**config.mk**
```make
export PLATFORM = sky130hd
export DESIGN_NAME = palette_led_bit_serializer
export DESIGN_NICKNAME = d
export VERILOG_FILES = /design/src/rtl/core/plbs_pkg.sv /design/src/rtl/core/plbs_front.sv /design/src/rtl/core/plbs_queue.sv /design/src/rtl/core/plbs_back.sv /design/src/rtl/core/palette_led_bit_serializer.sv
export SDC_FILE = /design/constraint.sdc
export NUM_CORES = 1
export LEC_CHECK = 0
export ABC_AREA = 1
export BUFFER_PORTS_ARGS = -buffer_cell sky130_fd_sc_hd__buf_2
export CAP_MARGIN = 25
export CELL_PAD_IN_SITES_DETAIL_PLACEMENT = 0
export CELL_PAD_IN_SITES_GLOBAL_PLACEMENT = 1
export CORE_AREA = 3 3 180 112
export CTS_BUF_LIST = sky130_fd_sc_hd__clkbuf_4 sky130_fd_sc_hd__clkbuf_8
export DETAILED_ROUTE_END_ITERATION = 10
export DIE_AREA = 0 0 183 115
export PLACE_DENSITY = 0.79
export SLEW_MARGIN = 20
export SYNTH_ARGS = -nofsm -noshare
export SYNTH_HDL_FRONTEND = slang
export SYNTH_SLANG_ARGS = --single-unit
```
**constraint.sdc**
```tcl
create_clock -name clk -period 5.8 [get_ports clk]
set_input_delay 1.16 -clock clk [delete_from_list [all_inputs] [get_ports clk]]
set_output_delay 1.16 -clock clk [all_outputs]
set_load 0.05 [all_outputs]
```
**src/rtl/core/plbs_pkg.sv**
```systemverilog
`default_nettype none

package plbs_pkg;

    localparam int PALETTE_SIZE = 8;
    localparam int QUEUE_DEPTH  = 2;
    localparam int NUM_REGS     = 5;
    localparam int PADDR_W      = 5;
    localparam int PDATA_W      = 32;
    localparam int HOLD_W       = 16;
    localparam int WORD_W       = 24;
    localparam int SEG_W        = 6;

    localparam logic [SEG_W-1:0] SEG_LAST_BIT = SEG_W'(2 * WORD_W - 1);
    localparam logic [SEG_W-1:0] SEG_LATCH    = SEG_W'(2 * WORD_W);

    localparam logic [2:0] REG_ONE_HIGH  = 3'd0;
    localparam logic [2:0] REG_ONE_LOW   = 3'd1;
    localparam logic [2:0] REG_ZERO_HIGH = 3'd2;
    localparam logic [2:0] REG_ZERO_LOW  = 3'd3;
    localparam logic [2:0] REG_LATCH     = 3'd4;

    localparam logic [HOLD_W-1:0] RST_ONE_HIGH  = 16'd40;
    localparam logic [HOLD_W-1:0] RST_ONE_LOW   = 16'd22;
    localparam logic [HOLD_W-1:0] RST_ZERO_HIGH = 16'd20;
    localparam logic [HOLD_W-1:0] RST_ZERO_LOW  = 16'd42;
    localparam logic [HOLD_W-1:0] RST_LATCH     = 16'd300;

    typedef struct packed {
        logic [2:0] color_index;
        logic       end_of_frame;
    } plbs_pixel_t;

    typedef struct packed {
        logic              line_level;
        logic [HOLD_W-1:0] hold_cycles;
        logic              segment_last;
    } plbs_segment_t;

    typedef struct packed {
        logic [WORD_W-1:0] grb;
        logic              eof;
    } plbs_entry_t;

    typedef struct packed {
        logic [HOLD_W-1:0] one_high;
        logic [HOLD_W-1:0] one_low;
        logic [HOLD_W-1:0] zero_high;
        logic [HOLD_W-1:0] zero_low;
        logic [HOLD_W-1:0] latch;
    } plbs_timing_t;

    function automatic logic [WORD_W-1:0] palette_grb(input logic [2:0] idx);
        logic [WORD_W-1:0] grb;
        case (idx)
            3'd0:    grb = {8'd0,   8'd0,   8'd140};
            3'd1:    grb = {8'd116, 8'd0,   8'd64};
            3'd2:    grb = {8'd136, 8'd0,   8'd0};
            3'd3:    grb = {8'd140, 8'd140, 8'd0};
            3'd4:    grb = {8'd60,  8'd172, 8'd0};
            3'd5:    grb = {8'd0,   8'd120, 8'd0};
            3'd6:    grb = {8'd0,   8'd120, 8'd60};
            3'd7:    grb = {8'd40,  8'd120, 8'd160};
            default: grb = '0;
        endcase
        if (int'(idx) >= PALETTE_SIZE)
        begin
            grb = '0;
        end
        return grb;
    endfunction

    function automatic logic [HOLD_W-1:0] sat_hold(input logic [HOLD_W-1:0] r);
        return (r == '0) ? HOLD_W'(1) : r;
    endfunction

endpackage

`default_nettype wire

```
**src/rtl/core/plbs_front.sv**
```systemverilog
`default_nettype none

module plbs_front (
    input  wire                   clk,
    input  wire                   rst_n,
    input  wire                   push,
    output logic                  full,
    input  plbs_pkg::plbs_pixel_t pixel,
    output logic                  q_push,
    output plbs_pkg::plbs_entry_t q_entry,
    input  wire                   q_ready
);
    import plbs_pkg::*;

    logic        valid_reg;
    logic        valid_next;
    plbs_entry_t entry_reg;
    logic        accept;

    assign full    = valid_reg && !q_ready;
    assign accept  = push && !full;
    assign q_push  = valid_reg && q_ready;
    assign q_entry = entry_reg;

    always_comb
    begin
        valid_next = valid_reg;
        if (accept)
        begin
            valid_next = 1'b1;
        end
        else if (q_push)
        begin
            valid_next = 1'b0;
        end
    end

    always_ff @(posedge clk or negedge rst_n)
    begin
        if (!rst_n)
        begin
            valid_reg <= 1'b0;
        end
        else
        begin
            valid_reg <= valid_next;
        end
    end

    always_ff @(posedge clk)
    begin
        if (accept)
        begin
            entry_reg.grb <= palette_grb(pixel.color_index);
            entry_reg.eof <= pixel.end_of_frame;
        end
    end

    a_full_needs_item: assert property (@(posedge clk) disable iff (!rst_n)
        full |-> valid_reg)
        else $error("full without a held item");

endmodule

`default_nettype wire

```
**src/rtl/core/plbs_queue.sv**
```systemverilog
`default_nettype none

module plbs_queue (
    input  wire                   clk,
    input  wire                   rst_n,
    input  wire                   wr_en,
    input  plbs_pkg::plbs_entry_t wr_entry,
    output logic                  wr_ready,
    input  wire                   rd_en,
    output plbs_pkg::plbs_entry_t rd_entry,
    output logic                  rd_valid
);
    import plbs_pkg::*;

    localparam int PTR_W = (QUEUE_DEPTH > 1) ? $clog2(QUEUE_DEPTH) : 1;
    localparam int CNT_W = $clog2(QUEUE_DEPTH + 1);

    plbs_entry_t      mem_reg [QUEUE_DEPTH];
    logic [PTR_W-1:0] wr_ptr_reg;
    logic [PTR_W-1:0] wr_ptr_next;
    logic [PTR_W-1:0] rd_ptr_reg;
    logic [PTR_W-1:0] rd_ptr_next;
    logic [CNT_W-1:0] count_reg;
    logic [CNT_W-1:0] count_next;

    assign wr_ready = (count_reg != CNT_W'(QUEUE_DEPTH)) || rd_en;
    assign rd_valid = (count_reg != '0);
    assign rd_entry = mem_reg[rd_ptr_reg];

    always_comb
    begin
        wr_ptr_next = wr_ptr_reg;
        rd_ptr_next = rd_ptr_reg;
        count_next  = count_reg;
        if (wr_en)
        begin
            wr_ptr_next = (wr_ptr_reg == PTR_W'(QUEUE_DEPTH - 1)) ? '0 : wr_ptr_reg + 1'b1;
        end
        if (rd_en)
        begin
            rd_ptr_next = (rd_ptr_reg == PTR_W'(QUEUE_DEPTH - 1)) ? '0 : rd_ptr_reg + 1'b1;
        end
        if (wr_en && !rd_en)
        begin
            count_next = count_reg + 1'b1;
        end
        else if (rd_en && !wr_en)
        begin
            count_next = count_reg - 1'b1;
        end
    end

    always_ff @(posedge clk or negedge rst_n)
    begin
        if (!rst_n)
        begin
            wr_ptr_reg <= '0;
            rd_ptr_reg <= '0;
            count_reg  <= '0;
        end
        else
        begin
            wr_ptr_reg <= wr_ptr_next;
            rd_ptr_reg <= rd_ptr_next;
            count_reg  <= count_next;
        end
    end

    always_ff @(posedge clk)
    begin
        if (wr_en)
        begin
            mem_reg[wr_ptr_reg] <= wr_entry;
        end
    end

    a_count_bound: assert property (@(posedge clk) disable iff (!rst_n)
        count_reg <= CNT_W'(QUEUE_DEPTH))
        else $error("queue overfilled");

    a_no_read_empty: assert property (@(posedge clk) disable iff (!rst_n)
        rd_en |-> rd_valid)
        else $error("queue read while empty");

endmodule

`default_nettype wire

```
**src/rtl/core/plbs_back.sv**
```systemverilog
`default_nettype none

module plbs_back (
    input  wire                     clk,
    input  wire                     rst_n,
    input  plbs_pkg::plbs_timing_t  timing,
    input  wire                     q_valid,
    input  plbs_pkg::plbs_entry_t   q_entry,
    output logic                    q_pop,
    output logic                    empty,
    input  wire                     pop,
    output plbs_pkg::plbs_segment_t segment
);
    import plbs_pkg::*;

    logic              busy_reg;
    logic              busy_next;
    logic [WORD_W-1:0] word_reg;
    logic [WORD_W-1:0] word_next;
    logic              eof_reg;
    logic              eof_next;
    logic [SEG_W-1:0]  seg_reg;
    logic [SEG_W-1:0]  seg_next;
    logic              out_valid_reg;
    logic              out_valid_next;
    plbs_segment_t     out_reg;
    plbs_segment_t     out_next;

    logic              advance;
    logic              emit;
    logic [WORD_W-1:0] cur_word;
    logic              cur_eof;
    logic [SEG_W-1:0]  cur_seg;
    logic              cur_bit;
    logic              cur_last;

    assign advance  = !out_valid_reg || pop;
    assign emit     = advance && (busy_reg || q_valid);
    assign q_pop    = advance && !busy_reg && q_valid;
    assign cur_word = busy_reg ? word_reg : q_entry.grb;
    assign cur_eof  = busy_reg ? eof_reg : q_entry.eof;
    assign cur_seg  = busy_reg ? seg_reg : '0;
    assign cur_bit  = cur_word[WORD_W-1];
    assign cur_last = (cur_seg == SEG_LATCH) || ((cur_seg == SEG_LAST_BIT) && !cur_eof);

    assign empty   = !out_valid_reg;
    assign segment = out_reg;

    always_comb
    begin
        busy_next      = busy_reg;
        word_next      = word_reg;
        eof_next       = eof_reg;
        seg_next       = seg_reg;
        out_next       = out_reg;
        out_valid_next = out_valid_reg && !pop;
        if (emit)
        begin
            out_valid_next        = 1'b1;
            out_next.segment_last = cur_last;
            if (cur_seg == SEG_LATCH)
            begin
                out_next.line_level  = 1'b0;
                out_next.hold_cycles = sat_hold(timing.latch);
            end
            else if (!cur_seg[0])
            begin
                out_next.line_level  = 1'b1;
                out_next.hold_cycles = sat_hold(cur_bit ? timing.one_high : timing.zero_high);
            end
            else
            begin
                out_next.line_level  = 1'b0;
                out_next.hold_cycles = sat_hold(cur_bit ? timing.one_low : timing.zero_low);
            end
            word_next = cur_seg[0] ? {cur_word[WORD_W-2:0], 1'b0} : cur_word;
            eof_next  = cur_eof;
            seg_next  = cur_seg + 1'b1;
            busy_next = !cur_last;
        end
    end

    always_ff @(posedge clk or negedge rst_n)
    begin
        if (!rst_n)
        begin
            busy_reg      <= 1'b0;
            seg_reg       <= '0;
            out_valid_reg <= 1'b0;
        end
        else
        begin
            busy_reg      <= busy_next;
            seg_reg       <= seg_next;
            out_valid_reg <= out_valid_next;
        end
    end

    always_ff @(posedge clk)
    begin
        word_reg <= word_next;
        eof_reg  <= eof_next;
        out_reg  <= out_next;
    end

    a_seg_range: assert property (@(posedge clk) disable iff (!rst_n)
        busy_reg |-> ((seg_reg < SEG_LATCH) || ((seg_reg == SEG_LATCH) && eof_reg)))
        else $error("segment count out of range");

    a_last_ends_item: assert property (@(posedge clk) disable iff (!rst_n)
        (emit && cur_last) |=> (!busy_reg && out_valid_reg && out_reg.segment_last))
        else $error("final beat did not close the pixel");

endmodule

`default_nettype wire

```
**src/rtl/core/palette_led_bit_serializer.sv**
```systemverilog
// Channel    Handshake          Payload
// pixel      push / full        color_index[2:0], end_of_frame
// segment    empty / pop        line_level, hold_cycles[15:0], segment_last
// config     APB psel/penable   five 16-bit timing registers at 4*i
//
// Each pixel yields 48 beats, 49 with end_of_frame; the back serializer
// emits one beat per cycle while pop keeps the segment register free.
// A pixel goes through the front stage and the queue to the output register.
// Reset (rst_n low, asynchronous) empties all stages and loads timing defaults.
// Output stall holds the segment register; the front stage and two-entry
// queue keep accepting until they fill, then full rises.
`default_nettype none

module palette_led_bit_serializer (
    input  wire                                  clk,
    input  wire                                  rst_n,
    input  wire                                  push,
    output logic                                 full,
    input  plbs_pkg::plbs_pixel_t                pixel,
    output logic                                 empty,
    input  wire                                  pop,
    output plbs_pkg::plbs_segment_t              segment,
    input  wire                                  psel,
    input  wire                                  penable,
    input  wire                                  pwrite,
    input  wire [plbs_pkg::PADDR_W-1:0]          paddr,
    input  wire [plbs_pkg::PDATA_W-1:0]          pwdata,
    output logic [plbs_pkg::PDATA_W-1:0]         prdata,
    output logic                                 pready
);
    import plbs_pkg::*;

    plbs_timing_t timing_reg;
    plbs_timing_t timing_next;
    logic         wr_en;
    logic [2:0]   reg_idx;

    logic         fq_push;
    plbs_entry_t  fq_entry;
    logic         fq_ready;
    logic         qb_pop;
    plbs_entry_t  qb_entry;
    logic         qb_valid;

    assign pready  = 1'b1;
    assign wr_en   = psel && penable && pwrite;
    assign reg_idx = paddr[PADDR_W-1:2];

    always_comb
    begin
        timing_next = timing_reg;
        if (wr_en)
        begin
            case (reg_idx)
                REG_ONE_HIGH:  timing_next.one_high  = pwdata[HOLD_W-1:0];
                REG_ONE_LOW:   timing_next.one_low   = pwdata[HOLD_W-1:0];
                REG_ZERO_HIGH: timing_next.zero_high = pwdata[HOLD_W-1:0];
                REG_ZERO_LOW:  timing_next.zero_low  = pwdata[HOLD_W-1:0];
                REG_LATCH:     timing_next.latch     = pwdata[HOLD_W-1:0];
                default:       timing_next = timing_reg;
            endcase
        end
    end

    always_comb
    begin
        case (reg_idx)
            REG_ONE_HIGH:  prdata = PDATA_W'(timing_reg.one_high);
            REG_ONE_LOW:   prdata = PDATA_W'(timing_reg.one_low);
            REG_ZERO_HIGH: prdata = PDATA_W'(timing_reg.zero_high);
            REG_ZERO_LOW:  prdata = PDATA_W'(timing_reg.zero_low);
            REG_LATCH:     prdata = PDATA_W'(timing_reg.latch);
            default:       prdata = '0;
        endcase
    end

    always_ff @(posedge clk or negedge rst_n)
    begin
        if (!rst_n)
        begin
            timing_reg.one_high  <= RST_ONE_HIGH;
            timing_reg.one_low   <= RST_ONE_LOW;
            timing_reg.zero_high <= RST_ZERO_HIGH;
            timing_reg.zero_low  <= RST_ZERO_LOW;
            timing_reg.latch     <= RST_LATCH;
        end
        else
        begin
            timing_reg <= timing_next;
        end
    end

    plbs_front u_front (
        .clk     (clk),
        .rst_n   (rst_n),
        .push    (push),
        .full    (full),
        .pixel   (pixel),
        .q_push  (fq_push),
        .q_entry (fq_entry),
        .q_ready (fq_ready)
    );

    plbs_queue u_queue (
        .clk      (clk),
        .rst_n    (rst_n),
        .wr_en    (fq_push),
        .wr_entry (fq_entry),
        .wr_ready (fq_ready),
        .rd_en    (qb_pop),
        .rd_entry (qb_entry),
        .rd_valid (qb_valid)
    );

    plbs_back u_back (
        .clk     (clk),
        .rst_n   (rst_n),
        .timing  (timing_reg),
        .q_valid (qb_valid),
        .q_entry (qb_entry),
        .q_pop   (qb_pop),
        .empty   (empty),
        .pop     (pop),
        .segment (segment)
    );

endmodule

`default_nettype wire

```
# == Yosys cells after proc, flatten, opt, wreduce, memory -nomap -nowiden ==
# Memories as Yosys holds them, arrays and structs flattened. A register that Yosys moved wholly into a read port is not among the register bits.
# Index checks and enable logic that the tools add are counted.
# word_totals
wordCells,92
regBits,161
memories,2
ramBits,50
mem_bits_ro,144
out_inout_bits,53
# memory_table
memory,words,width,rd,rd_ports_with_merged_regs,wr,line,source
(no name shown),8,18,1,1,0,plbs_pkg.sv:55,case (idx)
u_queue.mem_reg,2,25,1,0,1,plbs_queue.sv:18,plbs_entry_t mem_reg [QUEUE_DEPTH];
# classes
n_mux,21
n_reduce_logical,37
add_sub_neg,5
n_eq_ne,7
# ops
operator,n
two-way mux 16 bit,6
one-hot mux 16 bit (5 select lines),1
zero test 16 bit,3
two-way mux 24 bit,2
two-way mux 17 bit,1
== test 6 bit (second input constant),2
logical AND 1 bit,12
AND reduction 2 bit,5
zero test 1 bit,9
two-way mux 1 bit,8
adder 6 x 1 -> 6 bit (second input constant),1
== test 3 x 2 -> 1 bit (second input constant),2
two-way mux 6 bit,1
nonzero test 2 bit,3
logical OR 1 bit,4
two-way mux 2 bit,2
== test 3 x 1 -> 1 bit (second input constant),1
== test 3 bit (second input constant),1
zero test 3 bit,1
adder 1 bit (second input constant),2
adder 2 x 1 -> 2 bit (second input constant),1
inequality test 2 bit (second input constant),1
subtractor 2 x 1 -> 2 bit (second input constant),1

# == Longest topological paths before layout ==
# Gate-level depths: netlist of the first run.
# logic_depth
ltp_word,10
depth_mapped,15

# == By module ==
# From an unflattened synthesis of the first run, not the netlist that was laid out.
# hier_totals
cells_unflattened,1142
area_unflattened_um2,10197.3
# modules_own_cells
mod,cells_per_inst,n_inst,area_per_inst_um2,seq_area_each_um2
palette_led_bit_serializer,546,1,4174.0,2019.4
plbs_back,426,1,3141.8,1491.4
plbs_queue,103,1,2113.3,1601.5
plbs_front,67,1,768.2,475.5

# == Least setup slack after synthesis of the first run ==
# Ideal clock, no wire load.
# synth_path
path_kind,input to output
from,input port pop
to,output port full
t_arrival_ns,4.532
path_slack_ns,0.108
cell_stages,5
path_buffers,0
cell_sequence,nor2_1 > a21oi_1 > nand2_1 > nand4_1 > inv_1
# synth_via
elab_chain_cells,6
# synth_rtl
item,line,source
from (decl),palette_led_bit_serializer.sv:21,"input wire pop,"
logical OR 1 bit,plbs_back.sv:37,assign advance = !out_valid_reg || pop;
logical AND 1 bit (2 in series),plbs_back.sv:39,assign q_pop = advance && !busy_reg && q_valid;
logical OR 1 bit,plbs_queue.sv:26,assign wr_ready = (count_reg != CNT_W'(QUEUE_DEPTH)) || rd_en;
zero test 1 bit,plbs_front.sv:20,assign full = valid_reg && !q_ready;
logical AND 1 bit,plbs_front.sv:20,
to (decl),palette_led_bit_serializer.sv:18,"output logic full,"
# No other way between the ends.

# == Worst setup path after layout of the first run ==
# layout_path
from,input port paddr[2] (netlist bit)
to,output port prdata[6] (netlist bit)
# layout_via
elab_chain_cells,2
elab_cells_between_ends,6
cone_classes,eq/ne: 4; mux: 1; reduce/logical: 1
# layout_rtl
item,line,source
from (decl),palette_led_bit_serializer.sv:26,"input wire [plbs_pkg::PADDR_W-1:0] paddr,"
== test 3 bit (tied with other cells),palette_led_bit_serializer.sv:67,case (reg_idx)
one-hot mux 16 bit (5 select lines) *,palette_led_bit_serializer.sv:67,
to (decl),palette_led_bit_serializer.sv:28,"output logic [plbs_pkg::PDATA_W-1:0] prdata,"
# Every way passes the cells marked *; elsewhere a longest branch is shown, timed or not.

==> results of run 1 <==
## worst max-delay path by stage
stage	endpoint	slack [ns]	from	cells past startpoint
floorplan	full	0.11	pop	5
global placement	prdata[6]	1.60	paddr[3]	5
detailed placement	prdata[6]	1.59	paddr[3]	5
CTS	prdata[6]	1.59	paddr[3]	5
global route	prdata[9]	1.48	paddr[3]	5
finish	prdata[6]	1.60	paddr[2]	5
## metrics by stage
step	cells	utilization	worst slack (ns)
6_report	1237	0.5000	1.597
3_5_place_dp	1204	0.4780	1.591
2_1_floorplan	941	-	0.1076
5_1_grt	1237	0.5000	1.478
4_1_cts	1236	0.4985	1.588
3_3_place_gp	1203	0.4772	1.599
## final cells by class
type / count / area, um^2 / share of cell area
clock buffer: 18 / 241.5 / 0.02577
clock inverter: 14 / 142.6 / 0.01522
inverter: 68 / 255.2 / 0.02724
multi-input combinational: 630 / 2967 / 0.3166
sequential: 181 / 4987 / 0.5323
tap: 246 / 307.8 / 0.03285
timing repair buffer: 80 / 467.9 / 0.04995
## cells by family after synthesis
group                    Yosys count  share of synthesized area
buffers and inverters            130                    0.06902
other                              2                  0.0008871
AO/OA/AOI/OAI                    184                     0.1262
XOR/XNOR                           5                   0.005174
multiplexers                       1                   0.001182
AND/OR/NAND/NOR                  415                     0.1966
flip-flops                       181                     0.5891
adder cells (fa/ha/maj)            8                    0.01182
## worst reg2reg max path: cells and delay by family (launching register included)
kind	cells	cell delay, ns
simple gates	11	2.16
flops	1	0.71
buf+inv	1	0.49
## report_power, final
part	internal (W)	total, W	switching [W]	leakage [nW]
logic	0.000391	0.00153	0.00114	1.96
registers	0.00182	0.00202	0.000197	2.02
clock network	0.000321	0.000827	0.000506	0.186
total	0.00253	0.00437	0.00184	4.17
## placed cells by master, fill, tap and decap left out, types with 2 or more instances in the layout
cell type and count:
nor2_1 70, o221ai_1 5, buf_4 14, nor3_2 4, a21oi_1 10, a22oi_1 17, clkinv_8 3, a31oi_1 15
clkinvlp_4 3, xnor2_1 3, o21ai_0 116, nand4_1 7, dfstp_2 14, nor3_1 6, edfxtp_1 88, xor2_1 2
o211ai_1 2, nand2_1 295, clkinv_4 2, inv_2 3, inv_1 65, clkbuf_8 17, nor2_2 2, conb_1 17
dfrtp_1 79, o22ai_1 2, o2111ai_1 15, buf_2 64, inv_8 2, inv_6 3, nand3_1 24, ha_1 8
## metal layers
metal	up-vias	track usage	part of all wire
met5	-	0	0
met4	0	0.05426	0.011
li1	3179	-	-
met1	3067	0.3426	0.52
met3	18	0.04173	0.066
met2	217	0.3013	0.40
==> flow_metrics.tcl, run 1 <==
set metrics [dict create \
    io_buffers 65 \
    fin_hold_ws_ns 0.4557 \
    synth_edf_count 88 \
    critPathRequiredTime_ns 4.64 \
    worst-path-max-fanout 16 \
    stdcell_area_um2 9369 \
    first_iter_violations 594 \
    grtUsageTotal 0.2154 \
    vdd_ir_drop_max_v 0.0001890 \
    cts_resized 0 \
    path_clk_slew_ns 0.10 \
    grt_max_degree 52 \
    ctsHoldBuffers 0 \
    rr_endpoint "u_back.segment[1]" \
    die_w_um 183 \
    synth_common_cells "295 x nand2_1, 116 x o21ai_0, 88 x edfxtp_1" \
    synth_area_um2 8466 \
    start_util 0.4518 \
    hold_violations 0 \
    largest_reg_flops 80 \
    worstSetupStartpointType "primary input" \
    gr-total-overflow 0 \
    critPathSlowestCell "nand3_1" \
    synth.most_common_cell "nand2_1" \
    chipHeight_um 115 \
    pwr_density_cell_nw_per_um2 466.8 \
    endpoint_kind "primary output" \
    ioPinCount 101 \
    crit_path_cell_trace "buf_2 > inv_1 > nand3_1 > o2111ai_1 > buf_2" \
    ys.flop_type "edfxtp_1" \
    numCtsBuffers 17 \
    cts_buffer_depth 2 \
    placementRows 39 \
    post-cts-setup-buffer-count 0 \
    drc_errors 0 \
    synth_area_leader_cell "edfxtp_1" \
    cts_tree "yes" \
    drv_cap 0 \
    synth_cell_types 37 \
    avgSynthCellArea_um2 9.142 \
    ff2ff_path_depth 12 \
    vias 6481 \
    syn_inst 926 \
    ys_async_sr_fraction 0.5138 \
    clk_latency_ns 0.47 \
    path_class "primary input to primary output" \
    max_freq_ghz 0.2379 \
    p_total_w 0.004373 \
    tightest_slew_ns 0.9505 \
    cp_num_buf_inv 3 \
    ys_warn_count 0 \
    drive_above_1_share 0.1413 \
    post-route-period-util 0.7247 \
    min_to "u_queue.mem_reg[0][24]" \
    outcome "completed" \
    hp-class "flip-flop to flip-flop" \
    period_needed_ns 4.203 \
    crit_top_cell "buf_2" \
    hold_depth 0 \
    detail-route-antenna-nets 0 \
    wl_um 22140 \
    areaGrowthSynthToFinish_pct 10.67 \
    synth_top_area_frac 0.3121 \
    hpwl_um 14480 \
    rsz0062_at_grt "no" \
    core_um2 18740 \
    grt_pass1_wl_um 34360 \
    cp_top_family "simple AND/OR/NAND/NOR gates" \
    antenna_cells 0 \
    fillCellCount 1811 \
    synth_seq_cells 181 \
    finalMaxSlewViolations 0 \
    final_net_count 1034 \
    cts_root_buffer "clkbuf_8" \
    antenna_found_initial 0 \
    place.gp.congestion 0.8015 \
    setup_viol 0 \
    placed_cell_area_um2 8957 \
    crit_arrival_ns 3.04 \
    via_per_inst 5.239 \
    cts_sinks 181 \
    p_leak_nw 4.170 \
    slew_headroom 0.3645 \
    h-tree-depth 4 \
    synth_area_leaders "edfxtp_1 31%, dfrtp_1 23%, nand2_1 13%" \
    slowest_delay_ns 0.69 \
    seq_area_frac_synth 0.5891 \
    die_area_um2 21050 \
    min-delay-start "u_front.q_entry[24]" \
    rrSetupSlack_ns 2.31 \
    grt_pass1_vias 5997 \
    setup_tns_ns 0 \
    r2r_start "u_back.busy_reg" \
    first_pass_iters 7 \
    finClkSkew_ns 0.01195 \
    routedWlPerCell_um 17.90 \
]
(Power assumes the default switching activity.)
==> inputs of run 2 (changes only) <==
Settings changed: CORE_AREA 3 3 180 112 to 3 3 188 116, DIE_AREA 0 0 183 115 to 0 0 191 119, PLACE_DENSITY 0.79 to 0.77.
Clock period 5.8 ns to 3.75 ns, I/O delays scaled along.
==> run 2 against run 1 <==
First-iteration DRC count grew 45%. Sequential share of layout area shrank 0.76 points. Global-route usage shrank 1.1 points. Worst setup slack lost 0.91 ns. Critical path depth grew 1. Power grew 59%. Non-clock buffer count grew 7. Routed wire length grew 1.3%. Die area grew 8.0%. Register-to-register slack lost 1.0 ns. Via count grew 0.83%. Clock power grew 72%. Critical endpoint is now prdata[12]. Largest power group unchanged.
==> flow_metrics.tcl, run 2 (synthesized netlist as in run 1, its figures left out) <==
set metrics [dict create \
    clk_latency_ns 0.48 \
    chipHeight_um 119 \
    die_w_um 191 \
    rrSetupSlack_ns 1.29 \
    placed_cell_area_um2 9061 \
    setup_viol 0 \
    finClkSkew_ns 0.01513 \
    io_buffers 65 \
    h-tree-depth 4 \
    stdcell_area_um2 9505 \
    post-route-period-util 0.8162 \
    gr-total-overflow 0 \
    detail-route-antenna-nets 0 \
    period_needed_ns 3.061 \
    p_leak_nw 4.236 \
    ctsHoldBuffers 0 \
    setup_ws_ns 0.6892 \
    slew_headroom 0.5078 \
    finalNonFillerCells 1271 \
    first_pass_iters 5 \
    cts_buffer_depth 2 \
    crit_top_cell "buf_2" \
    rsz0062_at_grt "no" \
    path_class "primary input to primary output" \
    hold_violations 0 \
    rr_endpoint "u_back.segment[11]" \
    numCtsBuffers 17 \
    drive_above_1_share 0.1483 \
    place.gp.congestion 0.8268 \
    ioPinCount 101 \
    cp_num_buf_inv 4 \
    outcome "completed" \
    cts_root_buffer "clkbuf_8" \
    critPathRequiredTime_ns 3.00 \
    core_um2 20070 \
    areaGrowthSynthToFinish_pct 12.28 \
    r2r_start "u_back.busy_reg" \
    vias 6535 \
    path_clk_slew_ns 0.11 \
    start_util 0.4218 \
    grt_pass1_wl_um 35250 \
    wl_um 22440 \
    cts_resized 0 \
    setup_tns_ns 0 \
    final_net_count 1041 \
    pwr_density_cell_nw_per_um2 733.6 \
    dp_slack_ns 0.6819 \
    crit_arrival_ns 2.31 \
    die_area_um2 22730 \
    final_cell_mix "292 x nand2_1, 116 x o21ai_0, 88 x edfxtp_1" \
    ff2ff_path_depth 8 \
    vdd_ir_drop_max_v 0.0002937 \
    crit_path_cell_trace "buf_2 > inv_1 > nand3_1 > buf_4 > o2111ai_1 > buf_2" \
    largest_reg_flops 80 \
    antenna_cells 0 \
    fillCellCount 2005 \
    layout_commonest_cell "nand2_1" \
    endpoint_kind "primary output" \
    routedWlPerCell_um 17.66 \
    dp.cells 1239 \
    drv_cap 0 \
    finalMaxSlewViolations 0 \
    hp-class "primary input to asynchronous set/reset pin" \
    drc_errors 0 \
    slowest_delay_ns 0.42 \
    grtUsageTotal 0.2047 \
    worst-path-max-fanout 9 \
    placementRows 40 \
    critPathSlowestCell "nand3_1" \
    grt_pass1_vias 6030 \
    worstSetupStartpointType "primary input" \
    via_per_inst 5.142 \
    max_freq_ghz 0.3267 \
    first_iter_violations 859 \
    cts_sinks 181 \
    grt_max_degree 53 \
    cts_tree "yes" \
    tightest_slew_ns 0.7357 \
    cp_top_family "buffers and inverters" \
    post-cts-setup-buffer-count 0 \
    antenna_found_initial 1 \
    hpwl_um 15130 \
]
[run 2: cell count changes in the layout (fill, tap and decap cells not counted), sizes merged]
| cell | delta |
|---|---|
| clkinvlp | -3 |
| clkinv | +1 |
| clkbuf | -1 |
| bufinv | +1 |
| inv | +2 |
| buf | +7 |
[run 2: worst reg2reg max path, delay by kind of cell, from the launching register on]
kind	cells	cell delay, ns
buf+inv	3	0.81
compound gates	1	0.30
fa+ha+maj	1	0.15
simple gates	3	0.61
flops	1	0.40
[run 2: metal layers]
layer / global-route usage / wire, um / vias to the layer above
met5: 0 / 13 / -
met4: 0.05176 / 208 / 2
met3: 0.04266 / 1640 / 17
met2: 0.2753 / 8964 / 229
met1: 0.3308 / 11610 / 3102
li1: - / - / 3185
[run 2: cell type report]
class / instances / area, um^2 / area share
Multi-Input combinational cell: 630 / 2969 / 0.3124
Clock inverter: 15 / 205.2 / 0.02159
Timing Repair Buffer: 87 / 513.0 / 0.05397
Sequential cell: 181 / 4987 / 0.5247
Inverter: 68 / 255.2 / 0.02685
Clock buffer: 17 / 234.0 / 0.02461
Tap cell: 273 / 341.6 / 0.03594
[run 2: power breakdown]
group | internal, W | switching, W | leakage [nW] | total (W)
Clock | 0.000580 | 0.000843 | 0.218 | 0.00142
Combinational | 0.000649 | 0.00181 | 2.00 | 0.00245
Sequential | 0.00281 | 0.000282 | 2.02 | 0.00310
[run 2: worst max path at each step]
stage                         start                    end  slack, ns  cells after the start
4_1_cts                    paddr[3]             prdata[12]       0.67                      6
3_5_place_dp               paddr[3]             prdata[12]       0.68                      6
5_1_grt                    paddr[3]              prdata[9]       0.61                      6
6_report                   paddr[2]             prdata[12]       0.69                      6
2_1_floorplan  u_back.out_valid_reg  u_queue.mem_reg[1][0]       0.49                      7
3_3_place_gp               paddr[3]             prdata[12]       0.68                      6
[run 2: stage by stage]
step | hold WS (ns) | total power [W] | utilization
floorplan | 0.4215 | 0.004851 | -
global placement | 0.4264 | 0.005546 | 0.4506
detailed placement | 0.4321 | 0.005589 | 0.4515
CTS | 0.3344 | 0.007002 | 0.4734
global route | 0.3541 | 0.007422 | 0.4736
finish | 0.3259 | 0.006973 | 0.4736
